**config.mk**
```make
export PLATFORM = sky130hd
export DESIGN_NAME = sd2_ctrl
export DESIGN_NICKNAME = d
export VERILOG_FILES = /design/src/hw/rtl/sd2_pkg.sv /design/src/hw/rtl/sd2_ctrl.sv
export SDC_FILE = /design/constraint.sdc
export NUM_CORES = 1
export LEC_CHECK = 0
export BUFFER_PORTS_ARGS = -buffer_cell sky130_fd_sc_hd__buf_2
export CAP_MARGIN = 0
export CORE_AREA = 2 2 39 41
export DETAILED_ROUTE_END_ITERATION = 10
export DIE_AREA = 0 0 41 43
export HOLD_SLACK_MARGIN = 0.15
export PLACE_DENSITY_LB_ADDON = 0.05
export SETUP_SLACK_MARGIN = 0.02
export SYNTH_ARGS = -nofsm -noshare
export SYNTH_HDL_FRONTEND = slang
export SYNTH_SLANG_ARGS = --single-unit
```
**constraint.sdc**
```tcl
create_clock -name clk -period 2.8 [get_ports clk]
set_input_delay 0.14 -clock clk [delete_from_list [all_inputs] [get_ports clk]]
set_output_delay 0.14 -clock clk [all_outputs]
set_load 0.02 [all_outputs]
```
**src/hw/rtl/sd2_pkg.sv**
```systemverilog
// ============================================================================
// sd2_pkg: shared types and constants of the 2D smooth-damp block
// Carries the request and result payload structs and the register indexes.
// ============================================================================
package sd2_pkg;

  typedef struct packed {
    logic signed [31:0] current_x;
    logic signed [31:0] current_y;
    logic signed [31:0] target_x;
    logic signed [31:0] target_y;
    logic        [30:0] delta_time;
  } sd2_in_t;

  typedef struct packed {
    logic signed [31:0] out_x;
    logic signed [31:0] out_y;
    logic signed [31:0] speed_x;
    logic signed [31:0] speed_y;
    logic               snapped;
  } sd2_out_t;

  localparam logic [0:0] REG_SMOOTH_TIME = 1'b0;
  localparam logic [0:0] REG_MAX_SPEED   = 1'b1;

  typedef enum logic [2:0] {
    OP_MUL,
    OP_DIV,
    OP_SQRT,
    OP_NOP
  } sd2_op_t;

  typedef struct packed {
    logic    start;
    sd2_op_t op;
    logic [5:0] step;
  } sd2_cmd_t;

  typedef struct packed {
    logic done;
  } sd2_stat_t;

endpackage

```
**src/hw/rtl/sd2_ctrl.sv**
```systemverilog
// ============================================================================
// sd2_ctrl: step sequencer of the 2D smooth-damp block
// Walks the datapath through the micro-steps of one request.
// ============================================================================
module sd2_ctrl (
  input  logic              clk,
  input  logic              rst_n,
  input  logic              in_fire,
  input  logic              out_fire,
  input  sd2_pkg::sd2_stat_t stat,
  output sd2_pkg::sd2_cmd_t  cmd,
  output logic              busy,
  output logic              out_valid
);
  import sd2_pkg::*;

  localparam logic [5:0] LastStep = 6'd35;

  typedef enum logic [1:0] {S_IDLE, S_ISSUE, S_WAIT, S_OUT} state_t;

  state_t     state_r;
  logic [5:0] step_r;
  logic       start_r;

  always_ff @(posedge clk) begin
    if (!rst_n) begin
      state_r <= S_IDLE;
      step_r  <= '0;
      start_r <= 1'b0;
    end else begin
      start_r <= 1'b0;
      case (state_r)
        S_IDLE: begin
          if (in_fire) begin
            step_r  <= '0;
            start_r <= 1'b1;
            state_r <= S_WAIT;
          end
        end
        S_ISSUE: begin
          start_r <= 1'b1;
          state_r <= S_WAIT;
        end
        S_WAIT: begin
          if (stat.done && !start_r) begin
            if (step_r == LastStep) begin
              state_r <= S_OUT;
            end else begin
              step_r  <= step_r + 6'd1;
              state_r <= S_ISSUE;
            end
          end
        end
        S_OUT: begin
          if (out_fire) state_r <= S_IDLE;
        end
        default: state_r <= S_IDLE;
      endcase
    end
  end

  assign cmd.start  = start_r;
  assign cmd.op     = OP_NOP;
  assign cmd.step   = step_r;
  assign busy       = (state_r != S_IDLE);
  assign out_valid  = (state_r == S_OUT);

  a_out_after_busy: assert property (@(posedge clk) disable iff (!rst_n)
    out_valid |-> busy) else $error("result without request");
  a_step_bound: assert property (@(posedge clk) disable iff (!rst_n)
    step_r <= LastStep) else $error("step overrun");
  a_start_pulse: assert property (@(posedge clk) disable iff (!rst_n)
    start_r |=> !start_r) else $error("start held");
endmodule

```
* Yosys cells after proc, flatten, opt, wreduce, memory -nomap -nowiden *
Cells that the tools add are included.

word-level totals
  bits in registers = 9
  bits of input ports = 5
  output and inout bits = 12
  logic and storage cells = 30

cells by class
  add/subtract/negate cells = 1
  equal/unequal tests = 8
  muxes and demuxes = 11
  reduce and logical (&&, ||, !) cells = 7

operators by type and width
  cell                                                 count
  two-way mux 6 bit                                    3
  case mux 6 bit (2 select lines)                      1
  two-way mux 2 bit                                    4
  != test 2 bit, second input constant                 4
  case mux 2 bit (4 select lines)                      1
  adder 6 x 1 -> 6 bit, second input constant          1
  equality test 6 bit, second input constant           1
  equality test 2 bit, second input constant           2
  AND reduction 4 bit                                  1
  nonzero test 2 bit                                   2
  AND reduction 3 bit                                  1
  equality test 2 x 1 -> 1 bit, second input constant  1
  logical NOT 2 bit                                    1
  case mux 1 bit (2 select lines)                      1
  logical AND 1 bit                                    1
  logical NOT 1 bit                                    1
  two-way mux 1 bit                                    1

* Depth between registers and ports, before layout *
Gate-level depths: netlist of the first run.

  word-level depth = 4
  gate-level depth with buffers = 5

* Worst setup path before layout of the first run *
OpenSTA, ideal clock, no wires.

  path type = reg2reg
  start = reg step_r[0]
  end = reg step_r[4]
  library setup time = 0.101 ns
  arrival time = 1.319 ns
  data required time = 2.699 ns
  path slack = 1.381 ns
  cell stages (with the launch flop) = 6
  buffers on the path = 0
  cell sequence = dfxtp_1 -> ha_1 -> nor2b_1 -> nand3_1 -> nand4_1 -> o41ai_1

on the way
  word-level cells in the longest chain between the ends = 4
  elaborated cells on any way between the ends = 7
  classes of those cells = add/sub (1); eq/ne (2); mux (3); reduce/logical (1)

RTL lines
  element                          RTL line        RTL
  start, declared                  sd2_ctrl.sv:22  logic [5:0] step_r;
  start signal, assigned           sd2_ctrl.sv:49  step_r <= step_r + 6'd1;
  adder 6 x 1 -> 6 bit             sd2_ctrl.sv:49
  two-way mux 6 bit                sd2_ctrl.sv:46  if (step_r == LastStep) begin
  two-way mux 6 bit                sd2_ctrl.sv:45  if (stat.done && !start_r) begin
  case mux 6 bit (2 select lines)  sd2_ctrl.sv:32  case (state_r)

Parallel ways exist; a longest one is shown, timed or not. The select of a mux whose other input is x is not followed.
A chain may end at the register's enable or synchronous reset.

* Final worst setup path of the first run *
  start = reg state_r[0]
  end = reg step_r[3]

on the way
  word-level cells in the longest chain between the ends = 3
  elaborated cells on any way between the ends = 8
  classes of those cells = eq/ne (4); mux (1); reduce/logical (3)

RTL lines
  element                                                               RTL line        RTL
  start, declared                                                       sd2_ctrl.sv:21  state_t state_r;
  start signal, assigned                                                sd2_ctrl.sv:27  state_r <= S_IDLE;
  start signal, assigned                                                sd2_ctrl.sv:37  state_r <= S_WAIT;
  start signal, assigned                                                sd2_ctrl.sv:42  state_r <= S_WAIT;
  equality test 2 bit / logical NOT 2 bit (equally long branches)       sd2_ctrl.sv:32
  != test 2 bit (no line) / nonzero test 2 bit (equally long branches)  -
  AND reduction 4 bit (no line)                                         -

Parallel ways exist; a longest one is shown, timed or not.

==> results.tsv, run 1 <==
metric	value	unit
outcome	completed	
CTS tree	yes	
HPWL after DPL	810.5	um
leakage power total	0.2527	nW
register share of total power	48.9	%
Synth async-reset ratio	0	%
initial antenna violation count	0	
critical path fanouts, max	6	
die area	0.001763	mm2
Hold Buf Count CTS	0	
port bufs	13	
DRC viols	0	
post-synth top area share	35.82	%
shortest period the worst path allows	1464	ps
Worst Reg-to-Reg Cells	4	
clk buf depth	2	
PD cells	493.5	mW/mm2
Fill cells	155	
largest net degree at the start of global routing	11	
Rows	14	
Clk Latency, worst-skew pair	270	ps
CTS H-tree lvls	1	
Max IR drop VDD	194.0	uV
MaxCap Viol Count	0	
top cells by area, synth	dfxtp_1, nand3_1, buf_4	
Slowest-stage cell, CP	or4_1	
WHS Path Cells	3	
first-pass GRT wire length	1.731	mm
r2r setup slk	1340	ps
post-route insts no fill	90	
Top FF cell, synth	dfxtp_1	
RSZ-0062 raised after global routing	false	
routability congestion estimate	0.7579	
fmax	0.6833	GHz
Post-synth EDFFs	0	
Final Hold Viols	0	
Area Overhead vs Synth	14.68	%
critical path class	register to register	
CP required	2990	ps
post_cts resized	0	
Sw Share	28.61	%
Worst Hold End	state_r[1]	
Core Box Area	0.001384	mm2
clock power share	36.0	%
hold path startpoint	out_fire	
vias in the first global route	396	
DR WL/cell	11.90	um
grt ovf	0	
final setup vio count	0	
synthesized area	503.0	um2
Antenna Cells	0	
Seq cells post-synth	9	
All-Layer GR Usage	14.80	%
Mean Syn Cell Area	8.113	um2
yosys warns	0	
count of distinct cell types in the synthesized netlist	27	
Total Wirelength	1.071	mm
clock skew	5.151	ps
FF-to-FF Start	state_r[0]	
die height	43	um
reg2reg end	step_r[3]	
Worst Setup Start Kind	register	
number of post-CTS setup repair buffers	0	
Syn Inst Count	62	
initial core utilization	36.35	%
Root Driver	clkbuf_4	
post-synthesis sequential area ratio	35.82	%
period utilization	52.27	%
TritonRoute pass-1 iters	4	
Hold Crit Class	input port to register	
CP Cell Sequence	nor3b_4 -> a22oi_2 -> or4_1 -> a31oi_1	
worst path arrival time	1660	ps
CTS Buf Count	3	
dpl cells	86	
Worst path max stage delay	410	ps
internal power	0.2032	mW
Hold WS	166.8	ps
combinational power share	15.1	%
crit path from	state_r[0]	
Worst-path clk slew	60	ps
setup TNS	0	ps
DIE WIDTH	41	um
initial drt markers	11	
Sink Count	9	
via/cell ratio	5.267	
register area	180.2	um2
Switch Pwr	0.08143	mW
largest area contributor in the netlist	dfxtp_1	
Critical Path End Type	register	
IO Pins	17	
Final nets	81	
share of cells above drive strength 1	25.68	%
multi-input logic area	266.5	um2
Slew Viols, Final	0	
vias post-DR	474	
Routed Antenna Nets	0	
[power groups by stage]
stage               logic, mW  clock network [mW]  registers [mW]
global placement       0.0442                   0           0.142
detailed placement     0.0433                   0           0.142
CTS                    0.0435               0.107           0.139
finish                 0.0431               0.102           0.139
global route           0.0479               0.113           0.140
floorplan              0.0392                   0           0.139
[flip-flops by register name, indices dropped and copies added (netlist names)]
name,cells
step_r,6
state_r,2
start_r,1
[worst max path at each step]
| stage | end | slack [ps] |
|---|---|---|
| floorplan | step_r[4] | 1380 |
| global placement | step_r[3] | 1320 |
| detailed placement | step_r[3] | 1320 |
| CTS | step_r[3] | 1310 |
| global route | step_r[3] | 1220 |
| finish | step_r[3] | 1340 |
[worst max-delay path, delay by kind of cell, from the launching register on]
kind | cells | cell delay (ps)
simple gates | 2 | 700
flops | 1 | 370
compound gates | 2 | 310
[cell usage after synthesis, types with 2 or more instances]
library cell  instances
dfxtp_1               9
nand2_1               7
nand3_1               6
inv_1                 5
buf_4                 4
nor2_1                3
o22ai_1               3
a21oi_1               2
a31oi_1               2
conb_1                2
nor3_1                2
o211ai_1              2
[cell families after synthesis]
kind of cell | after synthesis | share of synthesized area (%)
simple gates | 25 | 27.12
compound gates | 14 | 21.14
other cells | 2 | 1.493
fa+ha+maj | 1 | 2.487
buf+inv | 11 | 11.94
flops | 9 | 35.82
[layout make-up]
class	count	share of cell area (%)
well taps	16	3.471
inverters	5	3.254
flip-flops and latches	9	31.24
repair buffers	13	11.28
multi-input cells	43	46.20
clock buffers	4	4.555
[placed cells by master, fill, tap and decap left out]
cell	n
clkbuf_4	3
buf_2	13
nor3b_4	1
a22oi_2	1
o211ai_1	2
nand4_1	1
o22ai_1	3
inv_1	5
and2_1	1
nor2_1	3
o2111a_1	1
and3_1	1
a31oi_1	2
or4_1	1
nand3_1	6
dfxtp_1	9
nor3_1	2
o21ba_1	1
a21oi_1	2
o31ai_1	1
and2_2	1
ha_1	1
conb_1	3
clkbuf_1	1
nand2_1	7
nor2b_1	1
o41ai_1	1
[stage by stage]
step	setup WS (ps)	power (mW)	utilization [%]	cell area, um2
global route	1221	0.3012	41.68	576.8
CTS	1306	0.2897	41.68	576.8
detailed placement	1324	0.1855	39.78	550.5
global placement	1323	0.1862	39.78	550.5
finish	1336	0.2847	41.68	576.8
floorplan	1381	0.1785	-	506.7
[layer usage]
layer / vias to the layer above / GRT usage, % / wire length, um
met5: - / 0 / 0
met1: 214 / 19.48 / 482
met3: 5 / 3.141 / 73
met4: 0 / 12.00 / 38
met2: 16 / 19.69 / 476
li1: 239 / - / -
No activity file was read; power rests on OpenSTA's default activity.
==> run 2, diff against run 1 <==
Clock period 2.8 ns to 1.2 ns, I/O delays scaled along.
==> results.tsv, run 2 (synthesis gave the netlist of run 1 again) <==
metric	value	unit
outcome	finished, violations left	
failing checks	setup timing	
via/cell ratio	4.972	
worst path arrival time	1400	ps
CP Cell Sequence	ha_4 -> buf_6 -> nand3_4 -> and2_4 -> o211ai_1 -> o41ai_2	
leakage power total	0.3585	nW
IO Pins	17	
Max IR drop VDD	471.9	uV
Largest Register	step_r	
Worst path max stage delay	370	ps
Largest regs	step_r (6), state_r (2), start_r (1)	
critical path fanouts, max	3	
Clk Latency, worst-skew pair	260	ps
worst path setup slack after routing	-55.58	ps
DIE WIDTH	41	um
Fill cells	140	
PD cells	886.5	mW/mm2
DRC viols	0	
CP required	1340	ps
grt ovf	0	
most frequent cells in the layout	buf_4, buf_2, nand2_1	
Cell Area, Placed	693.2	um2
CTS H-tree lvls	1	
Root Driver	clkbuf_4	
commonest non-fill, non-tap cell in the layout	buf_4	
max reg flops	6	
HPWL after DPL	1.003	mm
clock skew	4.943	ps
critical path class	register to register	
Total Wirelength	1.367	mm
DR WL/cell	12.54	um
Final Hold Viols	0	
fmax	0.7964	GHz
clk buf depth	2	
share of cells above drive strength 1	52.69	%
RSZ-0062 raised after global routing	true	
die area	0.001763	mm2
period utilization	104.6	%
initial antenna violation count	0	
Sink Count	9	
final setup vio count	4	
All-Layer GR Usage	17.64	%
setup TNS	-147.7	ps
vias post-DR	542	
Slowest-stage cell, CP	dfxtp_4	
Area Overhead vs Synth	58.71	%
Core Box Area	0.001384	mm2
Final Util	57.69	%
CTS tree	yes	
Setup WS pre-CTS	-67.64	ps
Antenna Cells	0	
TritonRoute pass-1 iters	4	
register area	192.7	um2
Worst Setup Start Kind	register	
shortest period the worst path allows	1256	ps
Routed Antenna Nets	0	
Slew Viols, Final	0	
Final Cell Area	798.3	um2
Rows	14	
MaxCap Viol Count	0	
first-pass GRT wire length	2.035	mm
multi-input logic area	321.6	um2
Critical Path End Type	register	
CTS Buf Count	3	
initial drt markers	10	
Final nets	100	
port bufs	13	
largest net degree at the start of global routing	11	
die height	43	um
initial core utilization	36.35	%
vias in the first global route	470	
routability congestion estimate	0.7655	
Worst-path clk slew	60	ps
Hold Crit Class	input port to register	
==> run 2: worst paths after layout <==
check / from / end / slack [ps] / cells past startpoint
setup / recovery: step_r[0] / step_r[4] / -60 / 6
hold / removal: stat / state_r[0] / 390 / 5
setup reg to reg: step_r[0] / step_r[4] / -60 / 6
hold reg to reg: step_r[5] / step_r[5] / 540 / 1
==> run 2: final cells by class <==
cell class / count / area share [%]
multi-input cells: 43 / 40.28
repair buffers: 32 / 27.43
flip-flops and latches: 9 / 24.14
clock buffers: 4 / 3.292
well taps: 16 / 2.508
inverters: 5 / 2.351
==> run 2: what timing repair did <==
item                                    4_1_cts  5_1_grt
setup buffers                                 0        2
hold buffers                                  3        0
hold endpoints to repair                      6        0
pin swaps                                     1        5
resized for setup                             1        7
endpoints found under the setup margin        4        8
==> run 2: where the power goes <==
part / internal [mW] / switching (mW) / leakage (nW) / total, mW
Combinational: 0.0747 / 0.0794 / 0.267 / 0.154
Sequential: 0.307 / 0.0123 / 0.0763 / 0.319
Clock: 0.128 / 0.106 / 0.0150 / 0.234
==> run 2: critical path, delay by kind of cell (launching register included) <==
kind                     cells  cell delay, ps
flip-flops                   1             370
AO/OA/AOI/OAI                2             300
AND/OR/NAND/NOR              2             230
buffers and inverters        1             100
adder cells (fa/ha/maj)      1             140
==> run 2: metrics by stage <==
step	hold slack [ps]	std cells	total power [mW]
global route	421.0	109	0.7532
finish	390.1	109	0.7077
global placement	363.8	100	0.4683
floorplan	222.3	63	0.4173
CTS	378.9	107	0.7169
detailed placement	368.6	100	0.4673
==> run 2: per-layer routing <==
| layer | global-route usage (%) | up-vias | wire length (um) |
|---|---|---|---|
| met5 | 0 | - | 0 |
| met4 | 10.00 | 0 | 13 |
| met3 | 4.712 | 2 | 85 |
| met2 | 25.94 | 18 | 679 |
| met1 | 22.15 | 243 | 588 |
| li1 | - | 279 | - |
==> run 3, diff against run 2 <==
Settings changed: BUFFER_PORTS_ARGS -buffer_cell sky130_fd_sc_hd__buf_2 to unset, DONT_BUFFER_PORTS set to 1.
==> results.tsv, run 3 (synthesis gave the netlist of run 1 again) <==
metric	value	unit
CP Buf/Inv Count	0	
Worst-path clk slew	60	ps
Clk Latency, worst-skew pair	260	ps
Slowest-stage cell, CP	or4_1	
initial antenna violation count	0	
All-Layer GR Usage	19.62	%
CTS H-tree lvls	1	
DR WL/cell	13.49	um
hold path startpoint	stat	
fmax	0.7820	GHz
Final Hold Viols	0	
die height	43	um
port bufs	0	
Setup WS pre-CTS	-63.84	ps
Fill cells	144	
DRC viols	0	
Core Box Area	0.001384	mm2
WHS Path Cells	4	
vias in the first global route	520	
Worst Hold End	step_r[2]	
IO Pins	17	
most frequent cells in the layout	buf_4, nand2_1, inv_1, dfxtp_1, nand3_1	
setup TNS	-219.5	ps
initial drt markers	10	
Area Overhead vs Synth	47.51	%
Routed Antenna Nets	0	
r2r setup slk	-80	ps
multi-input logic area	306.5	um2
PD cells	949.0	mW/mm2
Final nets	91	
grt ovf	0	
Max IR drop VDD	567.2	uV
Worst path max stage delay	400	ps
post-route insts no fill	100	
shortest period the worst path allows	1279	ps
die area	0.001763	mm2
CTS tree	yes	
Worst Setup Start Kind	register	
Largest Register	step_r	
register area	190.2	um2
via/cell ratio	5.290	
failing checks	setup timing	
Root Driver	clkbuf_4	
DIE WIDTH	41	um
CP required	1390	ps
TritonRoute pass-1 iters	4	
first-pass GRT wire length	2.304	mm
outcome	finished, violations left	
dpl cells	93	
Largest regs	step_r (6), state_r (2), start_r (1)	
reg2reg end	step_r[3]	
clock skew	4.029	ps
HPWL after DPL	1.056	mm
Total Wirelength	1.349	mm
Hold Crit Class	input port to register	
Top Family by Delay on Critical Path	simple AND/OR/NAND/NOR gates	
initial core utilization	36.35	%
share of cells above drive strength 1	42.86	%
CP Cell Sequence	nor3b_4 -> a22oi_2 -> or4_1 -> a31oi_1	
max reg flops	6	
critical path class	register to register	
Worst Reg-to-Reg Cells	4	
Sink Count	9	
Rows	14	
Critical Path End Type	register	
CTS Buf Count	3	
commonest non-fill, non-tap cell in the layout	buf_4	
number of post-CTS setup repair buffers	0	
RSZ-0062 raised after global routing	true	
worst path arrival time	1470	ps
MaxCap Viol Count	0	
Slew Viols, Final	0	
critical path fanouts, max	4	
FF-to-FF Start	state_r[0]	
routability congestion estimate	0.8160	
Antenna Cells	0	
final setup vio count	5	
largest net degree at the start of global routing	11	
worst path setup slack after routing	-78.76	ps
clk buf depth	2	
period utilization	106.6	%
vias post-DR	529	
leakage power total	0.3128	nW
==> run 3: changes by cell type in the layout (fill, tap and decap cells not counted) <==
cell | previous run | this run
nand3_4 | 1 | 0
buf_4 | 15 | 20
and2_1 | 0 | 1
dfxtp_2 | 4 | 2
buf_6 | 1 | 0
and2_4 | 1 | 0
nand3_1 | 3 | 4
buf_2 | 13 | 0
dfxtp_1 | 3 | 5
==> run 3: cell type report <==
type	count	area share, %
Multi-Input combinational cell	43	41.32
Clock buffer	4	3.541
Timing Repair Buffer	23	24.28
Inverter	5	2.530
Tap cell	16	2.698
Sequential cell	9	25.63
==> run 3: how the worst max path moves through the flow <==
stage,from,end,slack [ps],depth (start not counted)
detailed placement,state_r[0],step_r[3],-60,4
finish,state_r[0],step_r[3],-80,4
global route,state_r[0],step_r[3],-150,4
floorplan,state_r[0],step_r[3],-50,4
global placement,start_r,step_r[3],-40,4
CTS,state_r[0],step_r[3],-100,4
==> run 3: repair_timing <==
item,CTS,global route
hold buffers,3,0
pin swaps,1,1
resized for setup,1,1
endpoints found under the setup margin,5,7
endpoints found under the hold margin,9,0
==> run 3: power by group <==
part           switching [mW]  total (mW)  leakage, nW  internal (mW)
sequential             0.0126       0.318       0.0757          0.306
combinational          0.0796       0.154        0.222         0.0740
clock                   0.104       0.232       0.0150          0.128
==> run 3: worst register-to-register path, stage by stage (launching register included) <==
cell and delay, ps:
dfxtp_2 350, nor3b_4 210, a22oi_2 90, or4_1 400
a31oi_1 150
==> run 3: metrics by stage <==
step | hold WS (ps) | power [mW] | instance area (um2) | util [%]
floorplan | 222.3 | 0.4173 | 544.3 | -
global placement | 202.3 | 0.4587 | 673.1 | 48.64
detailed placement | 211.3 | 0.4618 | 673.1 | 48.64
CTS | 280.6 | 0.7129 | 737.0 | 53.25
global route | 279.5 | 0.7532 | 742.0 | 53.62
finish | 277.6 | 0.7041 | 742.0 | 53.62
==> run 3: layer usage <==
layer	global-route usage (%)	share of wire (%)	vias up	wire length, um
li1	-	-	259	-
met1	23.30	40	254	539
met2	29.69	52	12	705
met3	3.665	4.7	4	64
met4	14.00	3.0	0	40
met5	0	0	-	0
